## src/rtl/core/scfla_pkg.sv

```systemverilog
// ----------------------------------------------------------------------------
// scfla_pkg: shared types for the size class free list allocator
// Result codes, request kinds and the command and status bundles that pass
// between the controller and the datapath.
// ----------------------------------------------------------------------------
`default_nettype none

package scfla_pkg;

  typedef enum logic [1:0] {
    ST_OK      = 2'd0,
    ST_NOMEM   = 2'd1,
    ST_BADSIZE = 2'd2
  } status_e;

  typedef enum logic {
    OP_ALLOC = 1'b0,
    OP_FREE  = 1'b1
  } op_e;

  // Commands from the controller to the datapath.
  typedef struct packed {
    logic    clear_step;  // clear one class head entry
    logic    load;        // capture the accepted request
    logic    cls_rd;      // read the class head entry
    logic    free_wr;     // push the freed block onto its class list
    logic    take_head;   // pop target is the current list head
    logic    count_init;  // start sizing a fresh chunk
    logic    count_step;  // add one more node to the chunk
    logic    carve_start; // bump the arena top and start linking nodes
    logic    link_wr;     // write the link of one carved node
    logic    link_rd;     // read the link of the block being popped
    logic    pop_wr;      // advance the class head past the popped block
    logic    set_code;    // record the result code
    status_e code;
    logic    res_load;    // move the result into the output register
  } cmd_t;

  // Status from the datapath to the controller.
  typedef struct packed {
    logic clear_done;
    logic bad_size;
    logic is_free;
    logic free_in_arena;
    logic head_valid;
    logic count_done;
    logic fits;
    logic last_node;
    logic out_free;
  } stat_t;

endpackage

`default_nettype wire

```

## src/rtl/core/scfla_ctrl.sv

```systemverilog
// ----------------------------------------------------------------------------
// scfla_ctrl: allocator sequencer
// One-hot state machine that walks each request through decode, list access,
// chunk sizing, node linking and result hand-off.
// ----------------------------------------------------------------------------
`default_nettype none

module scfla_ctrl (
  input  wire logic             clk_i,
  input  wire logic             rst_ni,
  input  wire logic             req_valid_i,
  output logic                  req_ready_o,
  input  wire scfla_pkg::stat_t stat_i,
  output scfla_pkg::cmd_t       cmd_o
);

  typedef enum logic [9:0] {
    S_CLEAR   = 10'b00_0000_0001,
    S_IDLE    = 10'b00_0000_0010,
    S_DECODE  = 10'b00_0000_0100,
    S_HEAD    = 10'b00_0000_1000,
    S_COUNT   = 10'b00_0001_0000,
    S_FIT     = 10'b00_0010_0000,
    S_LINKW   = 10'b00_0100_0000,
    S_LINK_RD = 10'b00_1000_0000,
    S_LINK    = 10'b01_0000_0000,
    S_RESULT  = 10'b10_0000_0000
  } state_e;

  state_e state_q, state_d;

  always_ff @(posedge clk_i or negedge rst_ni) begin
    if (!rst_ni) begin
      state_q <= S_CLEAR;
    end else begin
      state_q <= state_d;
    end
  end

  always_comb begin
    state_d     = state_q;
    cmd_o       = '0;
    req_ready_o = 1'b0;
    case (state_q)
      S_CLEAR: begin
        cmd_o.clear_step = 1'b1;
        if (stat_i.clear_done) begin
          state_d = S_IDLE;
        end
      end
      S_IDLE: begin
        req_ready_o = 1'b1;
        if (req_valid_i) begin
          cmd_o.load = 1'b1;
          state_d    = S_DECODE;
        end
      end
      S_DECODE: begin
        if (stat_i.bad_size) begin
          cmd_o.set_code = 1'b1;
          cmd_o.code     = scfla_pkg::ST_BADSIZE;
          state_d        = S_RESULT;
        end else begin
          cmd_o.cls_rd = 1'b1;
          state_d      = S_HEAD;
        end
      end
      S_HEAD: begin
        if (stat_i.is_free) begin
          cmd_o.free_wr  = stat_i.free_in_arena;
          cmd_o.set_code = 1'b1;
          cmd_o.code     = scfla_pkg::ST_OK;
          state_d        = S_RESULT;
        end else if (stat_i.head_valid) begin
          cmd_o.take_head = 1'b1;
          state_d         = S_LINK_RD;
        end else begin
          cmd_o.count_init = 1'b1;
          state_d          = S_COUNT;
        end
      end
      S_COUNT: begin
        if (stat_i.count_done) begin
          state_d = S_FIT;
        end else begin
          cmd_o.count_step = 1'b1;
        end
      end
      S_FIT: begin
        if (stat_i.fits) begin
          cmd_o.carve_start = 1'b1;
          state_d           = S_LINKW;
        end else begin
          cmd_o.set_code = 1'b1;
          cmd_o.code     = scfla_pkg::ST_NOMEM;
          state_d        = S_RESULT;
        end
      end
      S_LINKW: begin
        cmd_o.link_wr = 1'b1;
        if (stat_i.last_node) begin
          state_d = S_LINK_RD;
        end
      end
      S_LINK_RD: begin
        cmd_o.link_rd = 1'b1;
        state_d       = S_LINK;
      end
      S_LINK: begin
        cmd_o.pop_wr   = 1'b1;
        cmd_o.set_code = 1'b1;
        cmd_o.code     = scfla_pkg::ST_OK;
        state_d        = S_RESULT;
      end
      S_RESULT: begin
        if (stat_i.out_free) begin
          cmd_o.res_load = 1'b1;
          state_d        = S_IDLE;
        end
      end
      default: begin
        state_d = S_CLEAR;
      end
    endcase
  end

endmodule

`default_nettype wire

```

## config.mk

```make
export PLATFORM = sky130hd
export DESIGN_NAME = scfla_ctrl
export DESIGN_NICKNAME = d
export VERILOG_FILES = /design/src/rtl/core/scfla_pkg.sv /design/src/rtl/core/scfla_ctrl.sv
export SDC_FILE = /design/constraint.sdc
export NUM_CORES = 1
export LEC_CHECK = 0
export ABC_CLOCK_PERIOD_IN_PS = 4000
export BUFFER_PORTS_ARGS = -buffer_cell sky130_fd_sc_hd__buf_2
export CAP_MARGIN = 10
export CORE_MARGIN = 5
export CORE_UTILIZATION = 51
export DETAILED_ROUTE_END_ITERATION = 10
export GPL_ROUTABILITY_DRIVEN = 0
export PLACE_DENSITY = 0.83
export SLEW_MARGIN = 20
export SYNTH_ARGS = -nofsm -noshare
export SYNTH_HDL_FRONTEND = slang
export SYNTH_SLANG_ARGS = --single-unit
```

## constraint.sdc

```tcl
create_clock -name clk_i -period 4 [get_ports clk_i]
set_input_delay 0.4 -clock clk_i [delete_from_list [all_inputs] [get_ports clk_i]]
set_output_delay 0.4 -clock clk_i [all_outputs]
set_load 0.02 [all_outputs]
```

==> impl_metrics.py <==
metrics = {
    "status": {
        "run_status": "complete, no violations",
    },
    "finish": {
        "layout.cells.non_filler": 132,
        "post_route_cells_drive_above_1_share": 0.3248,
        "final_nets": 130,
        "fill_cells": 109,
        "reg.largest.list": "state_q (10)",
        "largest_register_ff_count": 10,
        "post_route_design_area_um2": 925.9,
        "areaGrowthSynthToFinish_pct": 25.00,
        "largest_register": "state_q",
        "num_antenna_cells": 0,
    },
    "yosys": {
        "post_synth.cell_area_avg_um2": 8.417,
        "synth-seq-cells": 10,
        "yosys-mux-area-fraction": 0,
        "synth_top_family_by_area": "simple AND/OR/NAND/NOR gates",
        "synth_enable_flop_cells": 0,
        "seq_area_frac_synth": 0.3395,
        "share_of_synthesized_cell_area_in_and_or_nand_and_nor_gates": 0.4730,
        "ys_dominant_reg_cell": "sky130_fd_sc_hd__dfrtp_1",
        "postSynthNetCount": 100,
        "syn-instance-count": 88,
        "yosys.cell_types.count": 34,
        "area_fraction_in_compound_gates_after_synthesis": 0.09966,
        "netlist_top_cells_count": "sky130_fd_sc_hd__nor2_1 (12), sky130_fd_sc_hd__dfrtp_1 (9), sky130_fd_sc_hd__nor3_1 (8)",
        "yosysTopAreaCell": "sky130_fd_sc_hd__dfrtp_1",
        "synthesis.area_um2": 740.7,
        "post-synth-top-area-fraction": 0.3041,
        "post-synth-top-count-cell": "sky130_fd_sc_hd__nor2_1",
        "yosys.area_share.adder": 0,
        "post_synth_main_area_contributors": "sky130_fd_sc_hd__dfrtp_1 (30%), sky130_fd_sc_hd__nor2_1 (6.1%), sky130_fd_sc_hd__nor3_1 (5.4%), sky130_fd_sc_hd__o21ai_0 (4.7%), sky130_fd_sc_hd__dfstp_2 (3.5%)",
        "synth-xor-area-share": 0.04730,
        "yosys_warnings": 0,
        "async_flop_share": 1.000,
    },
    "floorplanning": {
        "floorplan.rows": 13,
        "floorplan.die.width_um": 48.11,
        "dieArea_um2": 2315,
        "core-area_um2": 1334,
        "starting_utilization_of_the_core_area": 0.5553,
        "die_height_um": 48.11,
        "design.portCount": 28,
    },
    "global_route": {
        "grt_pass1_vias": 724,
        "leftover_overflow_at_the_end_of_global_routing": 0,
        "gr-usage-all-layers": 0.1954,
        "largest_net_degree_at_the_start_of_global_routing": 11,
        "grt_first_pass_wirelength_mm": 3.077,
        "grt_antenna_before_repair": 0,
    },
    "clocking": {
        "insertion_delay_ps": 270,
        "post_cts.resized_instances": 0,
        "clk_path_buf_depth": 2,
        "clock-root-buffer": "sky130_fd_sc_hd__clkbuf_4",
        "tritoncts_clock_tree": "yes",
        "cts.clk_slew.worst_paths_ps": 70,
        "numClockSinks": 10,
        "cts_made_buffers": 3,
        "htree_levels": 1,
    },
    "detailed_routing": {
        "route.detailed.drc": 0,
        "first_iter_violations": 14,
        "total_number_of_vias": 766,
        "final_antenna_net_count": 0,
        "first_pass_iters": 4,
        "wl_per_cell_um": 14.99,
        "detail_route.wirelength_mm": 1.979,
        "detail_route.vias_per_cell": 5.803,
    },
    "critical_path": {
        "arrival_ps": 2080,
        "worstPathMaxFanout": 10,
        "worst_setup_path_end_kind": "output pin",
        "cp_cell_sequence": "nor4_4, nand2_1, nor4b_2, or4_4, buf_2",
        "critical_path_buf_inv_count": 1,
        "worst_ep_required_time_ps": 3600,
        "path_delay_family": "simple AND/OR/NAND/NOR gates",
        "critical_path_class": "flop to output pin",
        "crit_path_max_incr_delay_ps": 500,
        "worst_path_max_delay_cell": "sky130_fd_sc_hd__dfrtp_1",
        "timing.critical_path.from_type": "flop",
    },
    "pwr": {
        "power_frac_seq": 0.335,
        "clockPowerShare": 0.219,
        "internal_dissipation_mw": 0.2530,
        "switching_share": 0.4090,
        "leakage_nw": 0.4868,
        "p_per_area_nw_per_um2": 462.3,
        "power.switching_mw": 0.1751,
        "combinationalPowerShare": 0.446,
        "worst_voltage_drop_across_the_vdd_grid_uv": 354.8,
    },
    "placement": {
        "place.detailed.hpwl_mm": 1.575,
        "dp.cells": 127,
        "place.port_buffers": 27,
        "placement.cell_area_um2": 879.6,
    },
    "timing": {
        "rsz0062_at_grt": "false",
        "holdWs_ps": 326.1,
        "setup_viol": 0,
        "max_slew_margin": 0.6796,
        "finalCriticalPeriod_ps": 2475,
        "final_hold_vios": 0,
        "worstMarginPinSlew_ps": 476.1,
        "final_cycle_share": 0.6188,
        "fin_skew_ps": 2.008,
        "timing.setup.tns_ps": 0,
        "achievable-frequency_mhz": 404.0,
        "report.final.slew_viol_count": 0,
    },
    "hold_path": {
        "hp-class": "primary input to flop",
    },
    "job": {
        "max-cap-violations": 0,
    },
}
==> logic make-up (layout without fill, tap and decap cells) <==
logic type,after synthesis,in the layout
flip-flops,10,10
buffers and inverters,7,36
XOR/XNOR,4,4
AO/OA/AOI/OAI,12,12
AND/OR/NAND/NOR,55,55
==> placed cells by master (no fill, tap or decap), types with 2 or more instances in the layout <==
| master | netlist | layout |
|---|---|---|
| sky130_fd_sc_hd__clkbuf_4 | 0 | 3 |
| sky130_fd_sc_hd__dfrtp_1 | 9 | 9 |
| sky130_fd_sc_hd__nor3b_1 | 3 | 3 |
| sky130_fd_sc_hd__buf_2 | 3 | 27 |
| sky130_fd_sc_hd__nor3_1 | 8 | 8 |
| sky130_fd_sc_hd__nand2b_1 | 3 | 3 |
| sky130_fd_sc_hd__inv_1 | 4 | 4 |
| sky130_fd_sc_hd__o21ai_0 | 7 | 7 |
| sky130_fd_sc_hd__nand2_1 | 6 | 6 |
| sky130_fd_sc_hd__nand3_1 | 4 | 4 |
| sky130_fd_sc_hd__xor2_1 | 3 | 3 |
| sky130_fd_sc_hd__nor2_1 | 12 | 12 |
| sky130_fd_sc_hd__nor4bb_1 | 2 | 2 |
| sky130_fd_sc_hd__and2_1 | 3 | 3 |
==> layout make-up <==
class / instances / area, um2 / area share
timing repair buffer: 28 / 145.1 / 0.1568
sequential: 10 / 251.5 / 0.2716
multi-input combinational: 71 / 459.2 / 0.4959
inverter: 4 / 15.01 / 0.01622
clock buffer: 4 / 36.28 / 0.03919
tap: 15 / 18.77 / 0.02027
==> power by group through the flow <==
stage	clock network, mW	logic [mW]	registers (mW)
floorplan	0	0.149	0.134
global placement	0	0.185	0.143
detailed placement	0	0.190	0.144
CTS	0.0947	0.191	0.143
global route	0.0976	0.208	0.147
finish	0.0935	0.191	0.143
==> through the flow <==
step	util	setup slack, ps	total power [mW]
5_1_grt	0.6942	1422	0.4528
2_1_floorplan	-	1762	0.2835
6_report	0.6942	1525	0.4281
4_1_cts	0.6942	1525	0.4288
3_3_place_gp	0.6595	1921	0.3276
3_5_place_dp	0.6595	1821	0.3340
==> worst reg2reg max path, delay by kind of cell (launching register included) <==
kind | cells | cell delay (ps)
simple gates | 5 | 1210
flops | 1 | 590
==> repair_timing <==
item / in CTS / in global routing
endpoints found under the hold margin: 9 / 0
setup buffers: 0 / 0
hold buffers: 1 / 0
endpoints found under the setup margin: 0 / 0
==> routing by layer <==
layer  wire length, um  vias up  part of all wire  global-route usage
met2               948       31              0.48              0.3351
met5                 0        -                 0                   0
met3               146        7             0.074             0.02952
met4                59        0             0.030              0.1183
met1               825      354              0.42              0.2278
li1                  -      374                 -                   -
==> path summary, 6_finish.rpt <==
check / startpoint / cells after the start / end / slack [ps]
max: state_q[3]$_DFFE_PN0P_ / 5 / cmd_o[3] / 1520
min: stat_i[7] / 2 / state_q[3]$_DFFE_PN0P_ / 330
max reg2reg: state_q[0]$_DFFE_PN1P_ / 5 / state_q[9]$_DFFE_PN0P_ / 2090
min reg2reg: state_q[6]$_DFFE_PN0P_ / 1 / state_q[8]$_DFFE_PN0P_ / 580
max in group asynchronous: rst_ni / 2 / state_q[0]$_DFFE_PN1P_ / 3220
min in group asynchronous: rst_ni / 2 / state_q[6]$_DFFE_PN0P_ / 520
No activity file was read; power rests on OpenSTA's default activity.
